===== config.mk =====
export PLATFORM = sky130hd
export DESIGN_NAME = group_reverse_reorder_core_flat
export DESIGN_NICKNAME = d
export VERILOG_FILES = /design/src/hw/rtl/grr_pkg.sv /design/src/hw/rtl/grr_req_if.sv /design/src/hw/rtl/grr_rsp_if.sv /design/src/hw/rtl/grr_ctrl.sv /design/src/hw/rtl/grr_datapath.sv /design/src/hw/rtl/group_reverse_reorder_core.sv /design/src/flat_wrapper.sv
export SDC_FILE = /design/constraint.sdc
export NUM_CORES = 1
export LEC_CHECK = 0
export ABC_AREA = 1
export BUFFER_PORTS_ARGS = -buffer_cell sky130_fd_sc_hd__buf_2
export CAP_MARGIN = 20
export CELL_PAD_IN_SITES_DETAIL_PLACEMENT = 0
export CELL_PAD_IN_SITES_GLOBAL_PLACEMENT = 2
export CORE_MARGIN = 2
export CORE_UTILIZATION = 35
export CTS_BUF_LIST = sky130_fd_sc_hd__clkbuf_4 sky130_fd_sc_hd__clkbuf_8
export CTS_CLUSTER_SIZE = 25
export DETAILED_ROUTE_END_ITERATION = 8
export HOLD_SLACK_MARGIN = 0.03
export PLACE_DENSITY_LB_ADDON = 0.1
export SLEW_MARGIN = 20
export SYNTH_ARGS = -nofsm -noshare
export SYNTH_HDL_FRONTEND = slang
export SYNTH_SLANG_ARGS = --single-unit

===== constraint.sdc =====
create_clock -name clock -period 3.8 [get_ports clock]
set_input_delay 0 -clock clock [delete_from_list [all_inputs] [get_ports clock]]
set_output_delay 0 -clock clock [all_outputs]
set_load 0.02 [all_outputs]

===== src/hw/rtl/grr_pkg.sv =====
package grr_pkg;

   localparam int VALUE_W  = 32;
   localparam int GS_W     = 5;
   localparam logic [GS_W-1:0] GS_RESET = GS_W'(1);

   typedef enum logic {
      ST_FILL,
      ST_DRAIN
   } grr_state_type;

   // controller -> datapath
   typedef struct packed {
      logic accept;       // take the request word into the group store
      logic start_drain;  // latch run length, order and end flag
      logic load;         // move the next stored word into the response register
   } grr_cmd_type;

   // datapath -> controller
   typedef struct packed {
      logic drain_go;     // the offered word completes a group or ends the list
      logic out_free;     // response register can take a word this cycle
      logic rem_one;      // one word left in the current run
   } grr_status_type;

endpackage


===== src/hw/rtl/grr_req_if.sv =====
interface grr_req_if
   import grr_pkg::*;
();
   logic                      valid;
   logic                      ready;
   logic signed [VALUE_W-1:0] in_value;
   logic                      in_list_end;

   modport source (output valid, output in_value, output in_list_end, input ready);
   modport sink   (input valid, input in_value, input in_list_end, output ready);
endinterface


===== src/hw/rtl/grr_rsp_if.sv =====
interface grr_rsp_if
   import grr_pkg::*;
();
   logic                      valid;
   logic                      ready;
   logic signed [VALUE_W-1:0] out_value;
   logic                      run_last;
   logic                      out_list_end;

   modport source (output valid, output out_value, output run_last, output out_list_end,
                   input ready);
   modport sink   (input valid, input out_value, input run_last, input out_list_end,
                   output ready);
endinterface


===== src/hw/rtl/grr_ctrl.sv =====
module grr_ctrl
   import grr_pkg::*;
(
   input  logic           clock,
   input  logic           reset,
   input  logic           req_valid,
   input  grr_status_type status,
   output logic           req_ready,
   output grr_cmd_type    cmd
);

   grr_state_type state_ff;
   grr_state_type state_in;

   always_ff @(posedge clock) begin
      if (reset) begin
         state_ff <= ST_FILL;
      end else begin
         state_ff <= state_in;
      end
   end

   always_comb begin
      state_in = state_ff;
      unique case (state_ff)
         ST_FILL: begin
            if (req_valid && status.drain_go) begin
               state_in = ST_DRAIN;
            end
         end
         ST_DRAIN: begin
            if (status.out_free && status.rem_one) begin
               state_in = ST_FILL;
            end
         end
         default: state_in = ST_FILL;
      endcase
   end

   always_comb begin
      req_ready        = 1'b0;
      cmd.accept       = 1'b0;
      cmd.start_drain  = 1'b0;
      cmd.load         = 1'b0;
      unique case (state_ff)
         ST_FILL: begin
            req_ready       = 1'b1;
            cmd.accept      = req_valid;
            cmd.start_drain = req_valid && status.drain_go;
         end
         ST_DRAIN: begin
            cmd.load = status.out_free;
         end
         default: begin
            req_ready = 1'b0;
         end
      endcase
   end

endmodule


===== src/hw/rtl/grr_datapath.sv =====
module grr_datapath
   import grr_pkg::*;
#(
   parameter int K_MAX = 16
)(
   input  logic                      clock,
   input  logic                      reset,
   input  logic                      csr_we,
   input  logic [GS_W-1:0]           csr_wdata,
   input  logic signed [VALUE_W-1:0] req_value,
   input  logic                      req_list_end,
   input  logic                      rsp_ready,
   input  grr_cmd_type               cmd,
   output grr_status_type            status,
   output logic                      rsp_valid,
   output logic signed [VALUE_W-1:0] rsp_value,
   output logic                      rsp_run_last,
   output logic                      rsp_list_end
);

   localparam int CW = $clog2(K_MAX + 1);
   localparam int AW = (K_MAX > 1) ? $clog2(K_MAX) : 1;
   localparam int KW = (CW > GS_W) ? CW : GS_W;

   logic signed [VALUE_W-1:0] mem [K_MAX];

   logic [GS_W-1:0] gs_ff;
   logic [CW-1:0]   fill_ff, fill_in;
   logic [CW-1:0]   rem_ff, rem_in;
   logic [AW-1:0]   addr_ff, addr_in;
   logic            rev_ff, rev_in;
   logic            end_ff, end_in;
   logic            rsp_valid_ff, rsp_valid_in;
   logic signed [VALUE_W-1:0] rsp_value_ff;
   logic            rsp_last_ff;
   logic            rsp_end_ff;

   logic [KW-1:0]   gs_ext;
   logic [KW-1:0]   k_eff;
   logic [CW-1:0]   n_new;
   logic            room;
   logic            grp_full;

   // clamp the group size into 1..K_MAX
   always_comb begin
      gs_ext = KW'(gs_ff);
      if (gs_ff == '0) begin
         k_eff = KW'(1);
      end else if (gs_ext > KW'(K_MAX)) begin
         k_eff = KW'(K_MAX);
      end else begin
         k_eff = gs_ext;
      end
      room     = (fill_ff < CW'(K_MAX));
      n_new    = room ? fill_ff + CW'(1) : fill_ff;
      grp_full = (KW'(n_new) >= k_eff);
   end

   assign status.drain_go = grp_full || req_list_end;
   assign status.out_free = !rsp_valid_ff || rsp_ready;
   assign status.rem_one  = (rem_ff == CW'(1));

   always_ff @(posedge clock) begin
      if (reset) begin
         gs_ff <= GS_RESET;
      end else if (csr_we) begin
         gs_ff <= csr_wdata;
      end
   end

   always_ff @(posedge clock) begin
      if (cmd.accept && room) begin
         mem[fill_ff[AW-1:0]] <= req_value;
      end
   end

   always_comb begin
      fill_in = fill_ff;
      rem_in  = rem_ff;
      addr_in = addr_ff;
      rev_in  = rev_ff;
      end_in  = end_ff;
      if (cmd.start_drain) begin
         fill_in = '0;
         rem_in  = n_new;
         rev_in  = grp_full;
         end_in  = req_list_end;
         addr_in = grp_full ? AW'(n_new - CW'(1)) : '0;
      end else if (cmd.accept) begin
         fill_in = n_new;
      end else if (cmd.load) begin
         rem_in  = rem_ff - CW'(1);
         addr_in = rev_ff ? addr_ff - AW'(1) : addr_ff + AW'(1);
      end
      if (cmd.load) begin
         rsp_valid_in = 1'b1;
      end else if (rsp_ready) begin
         rsp_valid_in = 1'b0;
      end else begin
         rsp_valid_in = rsp_valid_ff;
      end
   end

   always_ff @(posedge clock) begin
      if (reset) begin
         fill_ff      <= '0;
         rem_ff       <= '0;
         rsp_valid_ff <= 1'b0;
      end else begin
         fill_ff      <= fill_in;
         rem_ff       <= rem_in;
         rsp_valid_ff <= rsp_valid_in;
      end
   end

   always_ff @(posedge clock) begin
      addr_ff <= addr_in;
      rev_ff  <= rev_in;
      end_ff  <= end_in;
   end

   // the response register doubles as the store's read register
   always_ff @(posedge clock) begin
      if (cmd.load) begin
         rsp_value_ff <= mem[addr_ff];
         rsp_last_ff  <= (rem_ff == CW'(1));
         rsp_end_ff   <= (rem_ff == CW'(1)) && end_ff;
      end
   end

   assign rsp_valid    = rsp_valid_ff;
   assign rsp_value    = rsp_value_ff;
   assign rsp_run_last = rsp_last_ff;
   assign rsp_list_end = rsp_end_ff;

endmodule


===== src/hw/rtl/group_reverse_reorder_core.sv =====
// Channel   Dir  Payload                                   Handshake
// req_if    in   in_value[31:0] signed, in_list_end        valid/ready
// rsp_if    out  out_value[31:0] signed, run_last,         valid/ready
//                out_list_end
// csr       in   csr_wdata[4:0] group size                 csr_we, no wait
//
// A word that neither completes a group nor ends the list is only stored.
// A word that closes a run of n words is stored and starts a drain of n words; the
// single read port of the group store gives one response word per cycle unless stalled.
// Requests are held off while a run drains; a stalled response holds the drain.
// Reset (synchronous) empties the group store and sets group size to 1.
module group_reverse_reorder_core
   import grr_pkg::*;
#(
   parameter int K_MAX = 16
)(
   input  logic            clock,
   input  logic            reset,
   grr_req_if.sink         req_if,
   grr_rsp_if.source       rsp_if,
   input  logic            csr_we,
   input  logic [GS_W-1:0] csr_wdata
);

   grr_cmd_type    cmd;
   grr_status_type status;

   grr_ctrl u_ctrl (
      .clock     (clock),
      .reset     (reset),
      .req_valid (req_if.valid),
      .status    (status),
      .req_ready (req_if.ready),
      .cmd       (cmd)
   );

   grr_datapath #(
      .K_MAX (K_MAX)
   ) u_datapath (
      .clock        (clock),
      .reset        (reset),
      .csr_we       (csr_we),
      .csr_wdata    (csr_wdata),
      .req_value    (req_if.in_value),
      .req_list_end (req_if.in_list_end),
      .rsp_ready    (rsp_if.ready),
      .cmd          (cmd),
      .status       (status),
      .rsp_valid    (rsp_if.valid),
      .rsp_value    (rsp_if.out_value),
      .rsp_run_last (rsp_if.run_last),
      .rsp_list_end (rsp_if.out_list_end)
   );

endmodule


===== src/flat_wrapper.sv =====
// flat-port wrapper written by rule: the top's interface ports become plain ports
module group_reverse_reorder_core_flat import grr_pkg::*;
#(
   parameter int K_MAX = 16
)
  (clock, reset, csr_we, csr_wdata, req_if_valid, req_if_in_value, req_if_in_list_end, req_if_ready, rsp_if_valid, rsp_if_out_value, rsp_if_run_last, rsp_if_out_list_end, rsp_if_ready);
  grr_req_if req_if_i ();
  grr_rsp_if rsp_if_i ();
  input  logic clock;
  input  logic reset;
  input  logic csr_we;
  input  logic [GS_W-1:0] csr_wdata;
  input wire logic [$bits(req_if_i.valid)-1:0] req_if_valid;
  input wire logic [$bits(req_if_i.in_value)-1:0] req_if_in_value;
  input wire logic [$bits(req_if_i.in_list_end)-1:0] req_if_in_list_end;
  output wire logic [$bits(req_if_i.ready)-1:0] req_if_ready;
  output wire logic [$bits(rsp_if_i.valid)-1:0] rsp_if_valid;
  output wire logic [$bits(rsp_if_i.out_value)-1:0] rsp_if_out_value;
  output wire logic [$bits(rsp_if_i.run_last)-1:0] rsp_if_run_last;
  output wire logic [$bits(rsp_if_i.out_list_end)-1:0] rsp_if_out_list_end;
  input wire logic [$bits(rsp_if_i.ready)-1:0] rsp_if_ready;
  assign req_if_i.valid = req_if_valid;
  assign req_if_i.in_value = req_if_in_value;
  assign req_if_i.in_list_end = req_if_in_list_end;
  assign req_if_ready = req_if_i.ready;
  assign rsp_if_valid = rsp_if_i.valid;
  assign rsp_if_out_value = rsp_if_i.out_value;
  assign rsp_if_run_last = rsp_if_i.run_last;
  assign rsp_if_out_list_end = rsp_if_i.out_list_end;
  assign rsp_if_i.ready = rsp_if_ready;
  group_reverse_reorder_core #(.K_MAX(K_MAX)) u_core (.clock(clock), .reset(reset), .req_if(req_if_i), .rsp_if(rsp_if_i), .csr_we(csr_we), .csr_wdata(csr_wdata));
endmodule

==> impl.org <==
** Final layout
- Proportion of layout cells with a drive suffix above 1 :: 15.0%
- Total area of multi-input combinational cells :: 4890 sq um
- Area used by sequential logic in the layout :: 16900 sq um
- Measured on the finished design, the core utilization comes to 41.5%.
- After filler insertion, the fill cell instance count of the layout stands at 5894.
- Post-synthesis to final-layout area growth :: 17.2%
- Layout net count :: 1867

** STA
- Number of endpoints failing setup at the final stage :: 0
- Max_slew headroom :: 35.9%
- RSZ-0062 raised after global routing :: false
- The count of endpoints failing hold in the final timing report was 0.
- Final setup skew :: 0.0195 ns
- Ratio of final minimum period to clock period :: 78.5%
- At the pin with the least slew margin, the transition time is 0.960 ns.
- Final worst path period need :: 2.98 ns
- Setup total negative slack on the finished layout was measured at 0 ns.
- The final max-slew violation count was 0.
- After layout, the worst setup slack is 0.817 ns.
- Timing would allow up to 0.335 GHz.

** Placed design
- Routability Congestion :: 0.729
- Count of buffers inserted at the top-level ports :: 78
- Dpl ws :: 1.04 ns
- Total half-perimeter wirelength after legalization and detailed placement :: 30400 um

** CTS
- Clock-pin slew on the worst setup and hold paths :: 0.06 ns
- Number of levels in the clock H-tree :: 3
- CTS placed an instance of sky130_fd_sc_hd__clkbuf_8 at the clock tree root.
- Clock sinks :: 569
- After clock tree synthesis, the repair step resized 0 gates.
- Worst skew pair latency :: 0.69 ns
- Number of buffers created by CTS :: 99
- The longest clock path from root to sink contains 3 buffers.
- TritonCTS clock tree :: yes

** Routing
- Met2 wirelength from detailed routing :: 29700 um
- Initial DRC count :: 1075
- For this block, the via count after detailed routing is 14000.
- The detailed router put a total of 28100 um of wire on met1.
- Before antenna repair, the detailed router went through 7 iterations.
- The final layout contains routed wiring with a total length of 61800 um.
- Routed vias/inst :: 5.13
- Top layer used by detailed routing :: met5
- The routed design uses 2760 um of met3 wire.
- After detailed routing, the number of remaining DRC violations is 0.
- Routed Antenna Nets :: 0
- After detailed routing, the average wire length per cell comes to 22.6 um.

** Global route
- Largest net degree at the start of global routing :: 171
- The initial antenna violation count was 3.
- Overall overflow remaining after global route :: 0
- Overall global routing resource usage :: 18.8%
- Vias in the first global route :: 14300
- The first global-routing pass estimated 92100 um of wire.

** Synthesis
- Top cells by instance count after synthesis :: sky130_fd_sc_hd__edfxtp_1 (552), sky130_fd_sc_hd__nor2_1 (339), sky130_fd_sc_hd__o21ai_0 (234)
- Cells after Synth :: 1649
- Async SR Flop Fraction :: 0%
- In the synthesized netlist the dominant register cell turns out to be sky130_fd_sc_hd__edfxtp_1.
- Summing every instance area after synthesis gives 22400 sq um.
- Counting flops with a built-in enable in the synthesized netlist gives 552.
- Unique cell type count in the Yosys netlist :: 28
- Each instance of the synthesized netlist takes up on average 13.6 sq um.
- Synthesis inferred 569 register bits.
- Top cell type's share of synthesized area :: 74.1%
- Top cell type by total area after synthesis :: sky130_fd_sc_hd__edfxtp_1
- Ranked by total cell area, the synthesized netlist is headed by sky130_fd_sc_hd__edfxtp_1 (74%), sky130_fd_sc_hd__nor2_1 (5.7%), sky130_fd_sc_hd__o21ai_0 (5.2%), sky130_fd_sc_hd__o211ai_1 (2.8%), sky130_fd_sc_hd__o221ai_1 (1.8%).
- Net count after synthesis :: 1707
- Yosys instantiated no cell more often than sky130_fd_sc_hd__edfxtp_1.
- Sequential-to-total area share from yosys stat :: 75.6%
- Yosys printed 0 warnings.

** Floorplanning
- The floorplan has 92 rows.
- The total area inside the core boundary comes to 63200 sq um.
- Initial core utilization :: 35.4%
- Height of the die :: 257 um
- Die footprint :: 66000 sq um
- Die Width :: 257 um
- 79 I/O pins were placed.

** Critical path
- Required time of the critical path :: 4.36 ns
- Worst Path Max Fanout :: 14
- Capturing element type of the critical path :: register
- Type of element launching the critical path :: register
- Critical Path AT :: 3.55 ns
- Critical path class :: reg2reg

** Power and ir drop
- In this run the power density over the cells is 630 nW/um^2.
- Peak supply drop :: 442 uV
- The analysis attributes to cell leakage a power of 8.62 nW.
- After layout, the design draws a total of 16.5 mW.

** Status
- Outcome :: finished clean

** Run
- Max-capacitance violation count :: 0

** Hold path
- Worst Hold Class :: in2reg
power breakdown:
group / internal, mW / switching, mW / leakage [nW] / total [mW]
registers: 7.22 / 0.0877 / 5.14 / 7.31
clock network: 2.78 / 2.45 / 0.974 / 5.23
logic: 1.18 / 2.80 / 2.51 / 3.98
final timing paths:
kind	start	end	slack, ns	cells past startpoint
max	u_core.u_datapath.fill_ff[0]	u_core.u_ctrl.state_ff	0.82	12
min	rsp_if_ready	u_core.u_datapath.rsp_valid	0.19	5
max reg2reg	u_core.u_datapath.fill_ff[0]	u_core.u_ctrl.state_ff	0.82	12
min reg2reg	u_core.u_ctrl.state_ff	u_core.u_datapath.rsp_valid	0.49	2
sequential cells by signal, indices dropped and copies added, names as in the netlist:
register                        cells
u_core.u_ctrl.state_ff              1
u_core.u_datapath.addr_ff           4
u_core.u_datapath.end_ff            1
u_core.u_datapath.fill_ff           5
u_core.u_datapath.gs_ext            5
u_core.u_datapath.mem             512
u_core.u_datapath.rem_ff            5
u_core.u_datapath.rev_ff            1
u_core.u_datapath.rsp_list_end      1
u_core.u_datapath.rsp_run_last      1
u_core.u_datapath.rsp_valid         1
u_core.u_datapath.rsp_value        32
cell usage in the layout (no fill, tap or decap), drive strengths merged, types with 4 or more instances in the layout:
cell,n
dlygate4sd3,54
buf,113
nand4,4
o21ai,269
nand2,78
xnor2,4
xor2,5
dfxtp,17
nor2,339
o211ai,82
inv,38
clkinv,40
o22ai,44
ha,14
clkbuf,133
o221ai,46
a21oi,10
edfxtp,552
nand3,38
kinds of logic (layout without fill, tap and decap cells):
| kind of cell | Yosys count | after routing | synth area share (%) |
|---|---|---|---|
| xor gates and xnor gates | 9 | 9 | 0.386 |
| DFF | 569 | 569 | 75.6 |
| buffers and inverters | 144 | 379 | 3.12 |
| AOI/OAI and AO/OA | 452 | 452 | 12.1 |
| adders and majority gates | 15 | 15 | 0.872 |
| other | 0 | 1 | 0 |
| and+or+nand+nor | 460 | 460 | 7.99 |
stage by stage:
stage	cell area, sq um	instances	hold WS [ns]
2_1_floorplan	22400	1649	0.0691
3_3_place_gp	23900	2500	0.196
3_5_place_dp	23900	2500	0.200
4_1_cts	26200	2730	0.115
5_1_grt	26200	2731	0.198
6_report	26200	2731	0.188
final cells by class:
cell class	count	area share [%]
timing repair buffer	167	5.31
clock buffer	133	6.24
tap	846	4.03
clock inverter	43	0.734
sequential	569	64.5
multi-input combinational	936	18.7
antenna	1	0.00954
inverter	36	0.548
per-layer routing:
metal / vias up / GRT usage [%]
met3: 77 / 3.25
met4: 2 / 5.80
met5: - / 0
met1: 7116 / 25.7
li1: 6514 / -
met2: 302 / 30.7
worst max-delay path, stage by stage (launching register included):
cell and delay [ns]:
sky130_fd_sc_hd__dfxtp_1 0.42, sky130_fd_sc_hd__inv_1 0.11, sky130_fd_sc_hd__ha_1 0.29, sky130_fd_sc_hd__nor2_1 0.05
sky130_fd_sc_hd__a21oi_1 0.30, sky130_fd_sc_hd__ha_1 0.30, sky130_fd_sc_hd__nand2_1 0.06, sky130_fd_sc_hd__nor2_1 0.04
sky130_fd_sc_hd__nand2_1 0.07, sky130_fd_sc_hd__nand4_1 0.15, sky130_fd_sc_hd__nand2_1 0.41, sky130_fd_sc_hd__a21oi_1 0.11
sky130_fd_sc_hd__dlygate4sd3_1 0.57
what timing repair did:
| item | 4_1_cts | 5_1_grt |
|---|---|---|
| setup buffers | 0 | 0 |
| hold buffers | 54 | 0 |
| hold endpoints to repair | 534 | 0 |
No activity file was read; power rests on OpenSTA's default activity.
